File: src/design/jtc_pkg.sv
// jtc_pkg: types, constants and per-joint gain tables for the joint torque controller
// no dependencies; used by jtc_ctrl, jtc_datapath and joint_torque_controller

package jtc_pkg;

    // control law codes held in the mode register
    localparam logic [1:0] MODE_POS    = 2'd0;
    localparam logic [1:0] MODE_VEL    = 2'd1;
    localparam logic [1:0] MODE_TORQUE = 2'd2;

    // operand selections for the shared multiplier
    localparam logic [1:0] MUL_QUOT = 2'd0;
    localparam logic [1:0] MUL_GAIN = 2'd1;
    localparam logic [1:0] MUL_AUX  = 2'd2;

    // velocity error magnitude is capped here before the divide by 1000;
    // beyond it the integrator saturates anyway
    localparam logic [26:0] ERR_CAP    = 27'd65537000;
    // ceil(2^37 / 1000), exact floor quotient for any value up to ERR_CAP
    localparam logic [27:0] RECIP_1000 = 28'd137438954;
    localparam int          RECIP_SH   = 37;

    // integrator bound and slew step, both 0.5 in q16.16
    localparam logic signed [16:0] INTEG_MAX = 17'sd32768;
    localparam logic signed [32:0] SLEW_STEP = 33'sd32768;

    // width of the unclamped torque sum
    localparam int TAU_W = 41;

    // commands from the controller to the datapath
    typedef struct packed {
        logic       capture;
        logic       err;
        logic       mul_en;
        logic [1:0] mul_sel;
        logic       acc;
        logic       sum;
        logic       lim;
        logic       fin;
    } jtc_cmd_t;

    // status from the datapath to the controller
    typedef struct packed {
        logic out_blocked;
    } jtc_status_t;

    // proportional gain for velocity pi
    function automatic logic [5:0] kp_gain(input logic [2:0] j);
        case (j)
            3'd0, 3'd1, 3'd2, 3'd3: kp_gain = 6'd40;
            3'd4:                   kp_gain = 6'd25;
            3'd5:                   kp_gain = 6'd20;
            default:                kp_gain = 6'd18;
        endcase
    endfunction

    // integral gain for velocity pi, q16.16
    function automatic logic [18:0] ki_gain(input logic [2:0] j);
        case (j)
            3'd0, 3'd1, 3'd2, 3'd3: ki_gain = 19'd262144;
            3'd4:                   ki_gain = 19'd163840;
            3'd5:                   ki_gain = 19'd131072;
            default:                ki_gain = 19'd117965;
        endcase
    endfunction

    // stiffness for position pd
    function automatic logic [5:0] k_gain(input logic [2:0] j);
        case (j)
            3'd0, 3'd1, 3'd2, 3'd3: k_gain = 6'd60;
            3'd4:                   k_gain = 6'd40;
            3'd5:                   k_gain = 6'd30;
            default:                k_gain = 6'd25;
        endcase
    endfunction

    // damping for position pd
    function automatic logic [4:0] d_gain(input logic [2:0] j);
        case (j)
            3'd0, 3'd1, 3'd2, 3'd3: d_gain = 5'd18;
            3'd4:                   d_gain = 5'd12;
            3'd5:                   d_gain = 5'd10;
            default:                d_gain = 5'd8;
        endcase
    endfunction

    // torque limit in whole nm
    function automatic logic [5:0] torque_limit(input logic [2:0] j);
        case (j)
            3'd0, 3'd1, 3'd2, 3'd3: torque_limit = 6'd60;
            3'd4, 3'd5:             torque_limit = 6'd35;
            default:                torque_limit = 6'd30;
        endcase
    endfunction

endpackage

File: src/design/jtc_ctrl.sv
// jtc_ctrl: sequencing state machine of the joint torque controller
// depends on jtc_pkg for the command and status structs and multiplier codes

module jtc_ctrl
    import jtc_pkg::*;
(
    input  logic        clk,
    input  logic        rst_n,
    input  logic        in_valid,
    output logic        in_stall,
    input  jtc_status_t status,
    output jtc_cmd_t    cmd
);

    localparam logic [3:0] S_IDLE = 4'd0;
    localparam logic [3:0] S_ERR  = 4'd1;
    localparam logic [3:0] S_QUOT = 4'd2;
    localparam logic [3:0] S_ACC  = 4'd3;
    localparam logic [3:0] S_GAIN = 4'd4;
    localparam logic [3:0] S_AUX  = 4'd5;
    localparam logic [3:0] S_SUM  = 4'd6;
    localparam logic [3:0] S_LIM  = 4'd7;
    localparam logic [3:0] S_FIN  = 4'd8;

    logic [3:0] state_reg;
    logic [3:0] state_next;

    // one request in work at a time
    assign in_stall = (state_reg != S_IDLE);

    // next state and commands
    always_comb
    begin
        state_next  = state_reg;
        cmd         = '0;
        cmd.mul_sel = MUL_QUOT;
        case (state_reg)
            S_IDLE:
            begin
                if (in_valid)
                begin
                    cmd.capture = 1'b1;
                    state_next  = S_ERR;
                end
            end
            S_ERR:
            begin
                cmd.err    = 1'b1;
                state_next = S_QUOT;
            end
            S_QUOT:
            begin
                cmd.mul_en  = 1'b1;
                cmd.mul_sel = MUL_QUOT;
                state_next  = S_ACC;
            end
            S_ACC:
            begin
                cmd.acc    = 1'b1;
                state_next = S_GAIN;
            end
            S_GAIN:
            begin
                cmd.mul_en  = 1'b1;
                cmd.mul_sel = MUL_GAIN;
                state_next  = S_AUX;
            end
            S_AUX:
            begin
                cmd.mul_en  = 1'b1;
                cmd.mul_sel = MUL_AUX;
                state_next  = S_SUM;
            end
            S_SUM:
            begin
                cmd.sum    = 1'b1;
                state_next = S_LIM;
            end
            S_LIM:
            begin
                cmd.lim    = 1'b1;
                state_next = S_FIN;
            end
            S_FIN:
            begin
                // hold until the output register can take the result
                if (!status.out_blocked)
                begin
                    cmd.fin    = 1'b1;
                    state_next = S_IDLE;
                end
            end
            default:
            begin
                state_next = S_IDLE;
            end
        endcase
    end

    // state register
    always_ff @(posedge clk or negedge rst_n)
    begin
        if (!rst_n)
        begin
            state_reg <= S_IDLE;
        end
        else
        begin
            state_reg <= state_next;
        end
    end

endmodule

File: src/design/jtc_datapath.sv
// jtc_datapath: operand registers, shared multiplier, per-joint state and output register
// depends on jtc_pkg for gain tables, constants and the command and status structs

module jtc_datapath
    import jtc_pkg::*;
#(
    parameter int NUM_JOINTS = 7
)
(
    input  logic               clk,
    input  logic               rst_n,
    input  jtc_cmd_t           cmd,
    output jtc_status_t        status,
    input  logic               control_mode_we,
    input  logic [1:0]         control_mode_wdata,
    input  logic [2:0]         joint_index,
    input  logic signed [31:0] joint_position,
    input  logic signed [31:0] joint_velocity,
    input  logic signed [31:0] position_target,
    input  logic signed [31:0] velocity_target,
    input  logic signed [31:0] torque_target,
    input  logic signed [31:0] gravity_torque,
    input  logic               command_fresh,
    output logic               out_valid,
    input  logic               out_stall,
    output logic [2:0]         joint_out,
    output logic signed [31:0] drive_torque
);

    localparam int IDX_W = (NUM_JOINTS > 1) ? $clog2(NUM_JOINTS) : 1;
    localparam int JW    = (IDX_W > 3) ? IDX_W : 3;

    // configuration
    logic [1:0] mode_reg;

    // captured request
    logic [2:0]         joint_reg;
    logic signed [31:0] q_reg;
    logic signed [31:0] dq_reg;
    logic signed [31:0] q_t_reg;
    logic signed [31:0] dq_t_reg;
    logic signed [31:0] tau_t_reg;
    logic signed [31:0] grav_reg;
    logic               fresh_reg;

    // intermediate values
    logic               pi_reg;
    logic               torque_reg;
    logic               in_range_reg;
    logic signed [32:0] e_sel_reg;
    logic               e_neg_reg;
    logic [26:0]        clip_reg;
    logic [16:0]        quot_reg;
    logic signed [16:0] acc_reg;
    logic signed [TAU_W-1:0] pa_reg;
    logic signed [TAU_W-1:0] pb_reg;
    logic signed [TAU_W-1:0] tau_reg;
    logic signed [31:0] t_reg;

    // per-joint state
    logic signed [16:0] integ_reg [NUM_JOINTS];
    logic signed [31:0] prev_reg  [NUM_JOINTS];

    // output register
    logic               out_valid_reg;
    logic [2:0]         joint_out_reg;
    logic signed [31:0] drive_reg;

    logic [JW-1:0]      jext;
    logic [IDX_W-1:0]   idx;

    assign jext = JW'(joint_reg);
    assign idx  = jext[IDX_W-1:0];

    function automatic logic signed [32:0] position_target_sx(input logic signed [31:0] v);
        position_target_sx = 33'(v);
    endfunction

    // error terms
    logic signed [32:0] e_pos;
    logic signed [32:0] e_vel;
    logic [32:0]        e_vel_abs;
    logic               pi_sel;

    assign e_pos     = 33'(position_target_sx(q_t_reg)) - 33'(position_target_sx(q_reg));
    assign e_vel     = 33'(position_target_sx(dq_t_reg)) - 33'(position_target_sx(dq_reg));
    assign e_vel_abs = e_vel[32] ? 33'(-e_vel) : 33'(e_vel);
    assign pi_sel    = (mode_reg == MODE_VEL) && fresh_reg;

    // shared multiplier
    logic signed [33:0] mul_a;
    logic signed [28:0] mul_b;
    logic signed [62:0] prod;

    always_comb
    begin
        case (cmd.mul_sel)
            MUL_QUOT:
            begin
                mul_a = signed'({7'd0, clip_reg});
                mul_b = signed'({1'b0, RECIP_1000});
            end
            MUL_GAIN:
            begin
                mul_a = 34'(e_sel_reg);
                mul_b = pi_reg ? signed'(29'(kp_gain(joint_reg)))
                               : signed'(29'(k_gain(joint_reg)));
            end
            MUL_AUX:
            begin
                mul_a = pi_reg ? 34'(acc_reg) : 34'(dq_reg);
                mul_b = pi_reg ? signed'(29'(ki_gain(joint_reg)))
                               : signed'(29'(d_gain(joint_reg)));
            end
            default:
            begin
                mul_a = '0;
                mul_b = '0;
            end
        endcase
    end

    assign prod = 63'(mul_a) * 63'(mul_b);

    // integrator update with saturation
    logic signed [17:0] sq;
    logic signed [18:0] isum;
    logic signed [16:0] acc_next;

    assign sq   = e_neg_reg ? 18'(-signed'({1'b0, quot_reg})) : signed'({1'b0, quot_reg});
    assign isum = 19'(integ_reg[idx]) + 19'(sq);

    always_comb
    begin
        if (isum > 19'(INTEG_MAX))
        begin
            acc_next = INTEG_MAX;
        end
        else if (isum < 19'(-INTEG_MAX))
        begin
            acc_next = -INTEG_MAX;
        end
        else
        begin
            acc_next = isum[16:0];
        end
    end

    // control law sum
    logic signed [TAU_W-1:0] tau_next;

    always_comb
    begin
        if (torque_reg)
        begin
            tau_next = TAU_W'(tau_t_reg) - TAU_W'(grav_reg);
        end
        else if (pi_reg)
        begin
            tau_next = pa_reg + pb_reg;
        end
        else
        begin
            tau_next = pa_reg - pb_reg;
        end
    end

    // torque limit clamp
    logic signed [TAU_W-1:0] lim;
    logic signed [31:0]      t_next;

    assign lim = signed'(TAU_W'({torque_limit(joint_reg), 16'd0}));

    always_comb
    begin
        if (tau_reg > lim)
        begin
            t_next = lim[31:0];
        end
        else if (tau_reg < -lim)
        begin
            t_next = 32'(-lim);
        end
        else
        begin
            t_next = tau_reg[31:0];
        end
    end

    // slew limit against the joint's last output
    logic signed [31:0] last;
    logic signed [32:0] delta;
    logic signed [31:0] slew_t;

    assign last  = prev_reg[idx];
    assign delta = 33'(t_reg) - 33'(last);

    always_comb
    begin
        if (delta > SLEW_STEP)
        begin
            slew_t = 32'(33'(last) + SLEW_STEP);
        end
        else if (delta < -SLEW_STEP)
        begin
            slew_t = 32'(33'(last) - SLEW_STEP);
        end
        else
        begin
            slew_t = t_reg;
        end
    end

    // mode register
    always_ff @(posedge clk or negedge rst_n)
    begin
        if (!rst_n)
        begin
            mode_reg <= MODE_POS;
        end
        else if (control_mode_we)
        begin
            mode_reg <= control_mode_wdata;
        end
    end

    // request capture and arithmetic steps
    always_ff @(posedge clk)
    begin
        if (cmd.capture)
        begin
            joint_reg <= joint_index;
            q_reg     <= joint_position;
            dq_reg    <= joint_velocity;
            q_t_reg   <= position_target;
            dq_t_reg  <= velocity_target;
            tau_t_reg <= torque_target;
            grav_reg  <= gravity_torque;
            fresh_reg <= command_fresh;
        end
        if (cmd.err)
        begin
            pi_reg       <= pi_sel;
            torque_reg   <= (mode_reg == MODE_TORQUE);
            in_range_reg <= (32'(joint_reg) < NUM_JOINTS);
            e_sel_reg    <= pi_sel ? e_vel : e_pos;
            e_neg_reg    <= e_vel[32];
            clip_reg     <= (e_vel_abs > 33'(ERR_CAP)) ? ERR_CAP : e_vel_abs[26:0];
        end
        if (cmd.mul_en)
        begin
            case (cmd.mul_sel)
                MUL_QUOT: quot_reg <= prod[RECIP_SH+16:RECIP_SH];
                MUL_GAIN: pa_reg   <= prod[TAU_W-1:0];
                MUL_AUX:  pb_reg   <= pi_reg ? TAU_W'(prod >>> 16) : prod[TAU_W-1:0];
                default:  pa_reg   <= pa_reg;
            endcase
        end
        if (cmd.acc)
        begin
            acc_reg <= acc_next;
        end
        if (cmd.sum)
        begin
            tau_reg <= tau_next;
        end
        if (cmd.lim)
        begin
            t_reg <= t_next;
        end
    end

    // per-joint integrator and last output
    always_ff @(posedge clk or negedge rst_n)
    begin
        if (!rst_n)
        begin
            for (int i = 0; i < NUM_JOINTS; i++)
            begin
                integ_reg[i] <= '0;
                prev_reg[i]  <= '0;
            end
        end
        else if (cmd.fin && in_range_reg)
        begin
            prev_reg[idx] <= slew_t;
            if (torque_reg)
            begin
                integ_reg[idx] <= '0;
            end
            else if (pi_reg)
            begin
                integ_reg[idx] <= acc_reg;
            end
        end
    end

    // output register
    always_ff @(posedge clk or negedge rst_n)
    begin
        if (!rst_n)
        begin
            out_valid_reg <= 1'b0;
        end
        else if (cmd.fin)
        begin
            out_valid_reg <= 1'b1;
        end
        else if (!out_stall)
        begin
            out_valid_reg <= 1'b0;
        end
    end

    always_ff @(posedge clk)
    begin
        if (cmd.fin)
        begin
            joint_out_reg <= joint_reg;
            drive_reg     <= in_range_reg ? slew_t : 32'sd0;
        end
    end

    assign status.out_blocked = out_valid_reg && out_stall;
    assign out_valid          = out_valid_reg;
    assign joint_out          = joint_out_reg;
    assign drive_torque       = drive_reg;

endmodule

File: src/design/joint_torque_controller.sv
// joint_torque_controller: top level, joins the sequencer and the datapath
// depends on jtc_pkg, jtc_ctrl and jtc_datapath

// Per-joint torque controller in signed q16.16. Each request carries one joint
// sample; the mode register picks position pd, velocity pi (only with a fresh
// command, otherwise pd) or torque pass-through minus gravity, which also clears
// the joint's integrator. The result is clamped to the joint's torque limit and
// moved at most 0.5 nm from that joint's previous output. A joint index at or
// above NUM_JOINTS returns zero torque and leaves all state alone. One request
// is in work at a time: the sequencer steps one shared multiplier through the
// divide by 1000, the gain product and the damping or integral product, then
// forms the sum, the clamp and the slew step. It waits in its last step while
// the output register is blocked, and takes the next request once it is back
// in idle. A finished result waits in the output register while the next
// request is taken. Write the mode register only while the block is idle.

module joint_torque_controller
    import jtc_pkg::*;
#(
    parameter int NUM_JOINTS = 7
)
(
    input  logic               clk,
    input  logic               rst_n,
    input  logic               control_mode_we,
    input  logic [1:0]         control_mode_wdata,
    input  logic               in_valid,
    output logic               in_stall,
    input  logic [2:0]         joint_index,
    input  logic signed [31:0] joint_position,
    input  logic signed [31:0] joint_velocity,
    input  logic signed [31:0] position_target,
    input  logic signed [31:0] velocity_target,
    input  logic signed [31:0] torque_target,
    input  logic signed [31:0] gravity_torque,
    input  logic               command_fresh,
    output logic               out_valid,
    input  logic               out_stall,
    output logic [2:0]         joint_out,
    output logic signed [31:0] drive_torque
);

    jtc_cmd_t    cmd;
    jtc_status_t status;

    // sequencer
    jtc_ctrl u_ctrl (
        .clk      (clk),
        .rst_n    (rst_n),
        .in_valid (in_valid),
        .in_stall (in_stall),
        .status   (status),
        .cmd      (cmd)
    );

    // arithmetic and state
    jtc_datapath #(
        .NUM_JOINTS (NUM_JOINTS)
    ) u_datapath (
        .clk                (clk),
        .rst_n              (rst_n),
        .cmd                (cmd),
        .status             (status),
        .control_mode_we    (control_mode_we),
        .control_mode_wdata (control_mode_wdata),
        .joint_index        (joint_index),
        .joint_position     (joint_position),
        .joint_velocity     (joint_velocity),
        .position_target    (position_target),
        .velocity_target    (velocity_target),
        .torque_target      (torque_target),
        .gravity_torque     (gravity_torque),
        .command_fresh      (command_fresh),
        .out_valid          (out_valid),
        .out_stall          (out_stall),
        .joint_out          (joint_out),
        .drive_torque       (drive_torque)
    );

endmodule
File: config.mk
export PLATFORM = sky130hd
export DESIGN_NAME = joint_torque_controller
export DESIGN_NICKNAME = d
export VERILOG_FILES = /design/src/design/jtc_pkg.sv /design/src/design/jtc_ctrl.sv /design/src/design/jtc_datapath.sv /design/src/design/joint_torque_controller.sv
export SDC_FILE = /design/constraint.sdc
export NUM_CORES = 2
export LEC_CHECK = 0
export ABC_AREA = 1
export BUFFER_PORTS_ARGS = -buffer_cell sky130_fd_sc_hd__buf_2
export CORE_UTILIZATION = 40
export DETAILED_ROUTE_END_ITERATION = 10
export GPL_TIMING_DRIVEN = 0
export SLEW_MARGIN = 20
export SYNTH_ARGS = -nofsm -noshare
export SYNTH_HDL_FRONTEND = slang
export SYNTH_SLANG_ARGS = --single-unit
File: constraint.sdc
create_clock -name clk -period 29.3 [get_ports clk]
set_input_delay 1.465 -clock clk [delete_from_list [all_inputs] [get_ports clk]]
set_output_delay 1.465 -clock clk [all_outputs]
set_load 0.005 [all_outputs]
==> results.md <==
- First-pass GRT wire length: 382.1 mm
- XOR/XNOR share of the synthesized area: 2.306%
- Die Area: 188800 sq um
- Sequential share of the synthesized area: 31.13%
- Die width: 434.5 microns
- Worst r2r dst: u_datapath.pb_reg[40]
- Largest net degree at the start of global routing: 99
- Synthesized-area fraction occupied by adder cells: 26.76%
- Area leader, netlist: edfxtp_1
- Pre-CTS worst setup slack: 16.26 ns
- Drt first-iter violations: 4481
- Initial antenna violation count: 4
- GR Util All Layers: 26.92%
- Final net count: 10.88k
- Worst Hold Launch: u_datapath.prev_reg[60]
- Hold-fix buffers at CTS: 0
- Clk sinks: 834
- Clock Path Buffers: 3
- Post_cts resized: 0
- Clock slew at the register clock pins of the worst setup and hold paths: 0.06 ns
- Synth area leaders: edfxtp_1 19%, fa_1 18%, dfrtp_1 12%, nand2_1 11%, inv_1 9.9%
- Post-synth top flop: edfxtp_1
- WP data required: 29.70 ns
- CP max stage cell: fa_1
- Max Fclk: 75.48 MHz
- Seq cells post-synth: 834
- Syn. warnings: 0
- First-pass iteration count of the detailed router: 6
- Synthesized area: 74820 sq um
- Via count: 61.58k
- FFs w/ async S/R, synth: 41.97%
- Flop2flop setup slack: 16.05 ns
- Synth Area in Compound Gates: 9.139%
- Setup violations, final: 0
- Hold Fails Final Rpt: 0
- Worst Setup Start Kind: flop
- H-tree Lvls: 3
- Largest register FFs: 224
- PnR worst setup slack: 16.05 ns
- Worst Hold Class: flop to flop
- Relative slew slack: 20.18%
- R2R Path Start: u_datapath.idx[2]
- # IOs: 240
- Share of the clock period used by the worst path: 45.21%
- Cell count after synthesis: 9074
- Final global-route overflow total: 0
- Worst-Skew Late Latency: 0.80 ns
- ANT nets after route: 0
- Mean Syn Cell Area: 8.245 sq um
- Netlist cell types: 69
- Hold endpoint: u_datapath.prev_reg[60]
- Area delta synth->final: 11.10%
- Core Area: 185600 sq um
- Post-route setup TNS: 0 ns
- Setup skew after layout: 0.1369 ns
- Worst Setup End Kind: flop
- Routability cong.: 0.9888
- Total Wirelength: 253.3 mm
- Post-synth top area share: 19.43%
- Max Slew Vio Count: 0
- Hold depth: 2
- Crit path kind: flop to flop
- Slew @ Worst Pin: 1.193 ns
- Wire per inst: 21.04 microns
- Initial core utilization: 40.31%
- Max incr delay on CP: 0.91 ns
- Row count: 158
- Root Buffer: clkbuf_16
- EDFF count, synth: 484
- Port bufs: 239
- # Max-Cap Violations: 0
- Share of cells above drive strength 1: 6.689%
- Residual DRC: 0
- Status: finished, final reports clean
- Crit Path Max Fanout: 10
- CTS Buf Count: 94
- Arrival time worst endpoint: 13.65 ns
- RSZ-0062 raised after global routing: false
- Fin crit period: 13.25 ns
- Number of global-route vias before repair: 63.23k
- HPWL Detailed: 211.5 mm
- Largest family of logic cells by synthesized area: adder cells
- TritonCTS clock tree: yes
- Chip height: 434.5 microns
- R2R cell count: 37
- Post-CTS setup buffers: 0
- Post-synthesis simple-gate area fraction: 19.41%
- Post-synthesis mux area share: 0.02843%
- Post-DR vias/cell: 5.115
-- kinds of logic after synthesis --
logic type	count (synthesis)
XOR/XNOR	197
other	2
flip-flops	834
multiplexers	2
adder cells (fa/ha/maj)	1205
buffers and inverters	2206
AO/OA/AOI/OAI	1171
AND/OR/NAND/NOR	3457
-- worst max-delay path, delay by kind of cell (launching register included) --
kind / cells / cell delay [ns]
xor gates and xnor gates: 1 / 0.63
adders and majority gates: 9 / 5.20
DFF: 1 / 0.60
buffers and inverters: 13 / 3.33
and+or+nand+nor: 11 / 2.50
AOI/OAI and AO/OA: 3 / 0.52
-- cell usage after synthesis (all sizes together) (73+ instances only) --
cell type,instances
clkbuf,155
nand2,2194
nor3,80
o21ai,389
nor2,624
edfxtp,484
fa,659
xor2,129
inv,1989
a21oi,444
dfrtp,350
ha,546
nand3,386
nand4,73
-- area by class of cell --
| class | count | area [sq um] |
|---|---|---|
| diodes | 4 | 10.01 |
| plain buffers | 206 | 888.4 |
| clock buffers | 123 | 2615 |
| clock inverters | 53 | 683.2 |
| fillers | 18420 | 102500 |
| inverters | 2000 | 7507 |
| multi-input cells | 6072 | 43340 |
| flip-flops and latches | 834 | 23290 |
| well taps | 2480 | 3103 |
| repair buffers | 265 | 1690 |
-- metal layers --
layer | track usage [%] | routed length (microns)
met2 | 47.80 | 125200
met3 | 2.960 | 11710
met5 | 0 | 13
met1 | 31.97 | 101400
met4 | 14.03 | 14980
-- worst max-delay path by stage --
| stage | slack, ns | from | endpoint |
|---|---|---|---|
| after detailed placement | 16.26 | u_datapath.idx[2] | u_datapath.pb_reg[40] |
| after global placement | 13.59 | u_ctrl.state_reg[1] | u_datapath.pb_reg[22] |
| after global routing | 15.67 | u_datapath.idx[2] | u_datapath.pb_reg[40] |
| after CTS | 16.11 | u_datapath.idx[2] | u_datapath.pb_reg[40] |
| final | 16.05 | u_datapath.idx[2] | u_datapath.pb_reg[40] |
| after floorplan | 18.64 | u_ctrl.state_reg[3] | u_datapath.pb_reg[36] |
-- placed cells by master, fill, tap and decap left out, drive strengths merged, types with 52 or more instances in the layout --
cell / count
clkbuf: 278
xnor2: 68
dfrtp: 350
buf: 316
a31oi: 52
fa: 659
nand2: 2194
nand4: 73
nand3: 386
ha: 546
o21ai: 389
nor2: 624
xor2: 129
inv: 1997
a21oi: 444
nor3: 80
edfxtp: 484
-- metrics by stage --
| step | area [sq um] | util [%] | hold slack (ns) | instances |
|---|---|---|---|---|
| floorplan | 74960 | - | 0.4277 | 9112 |
| global placement | 79260 | 42.70 | 0.4617 | 11830 |
| detailed placement | 79820 | 43.00 | 0.4656 | 11860 |
| CTS | 83110 | 44.77 | 0.4814 | 12030 |
| global route | 83120 | 44.78 | 0.4930 | 12040 |
| finish | 83120 | 44.78 | 0.4815 | 12040 |
Power is not shown: default switching activity piles up to over one toggle a cycle in this logic, so the estimate is an artifact.
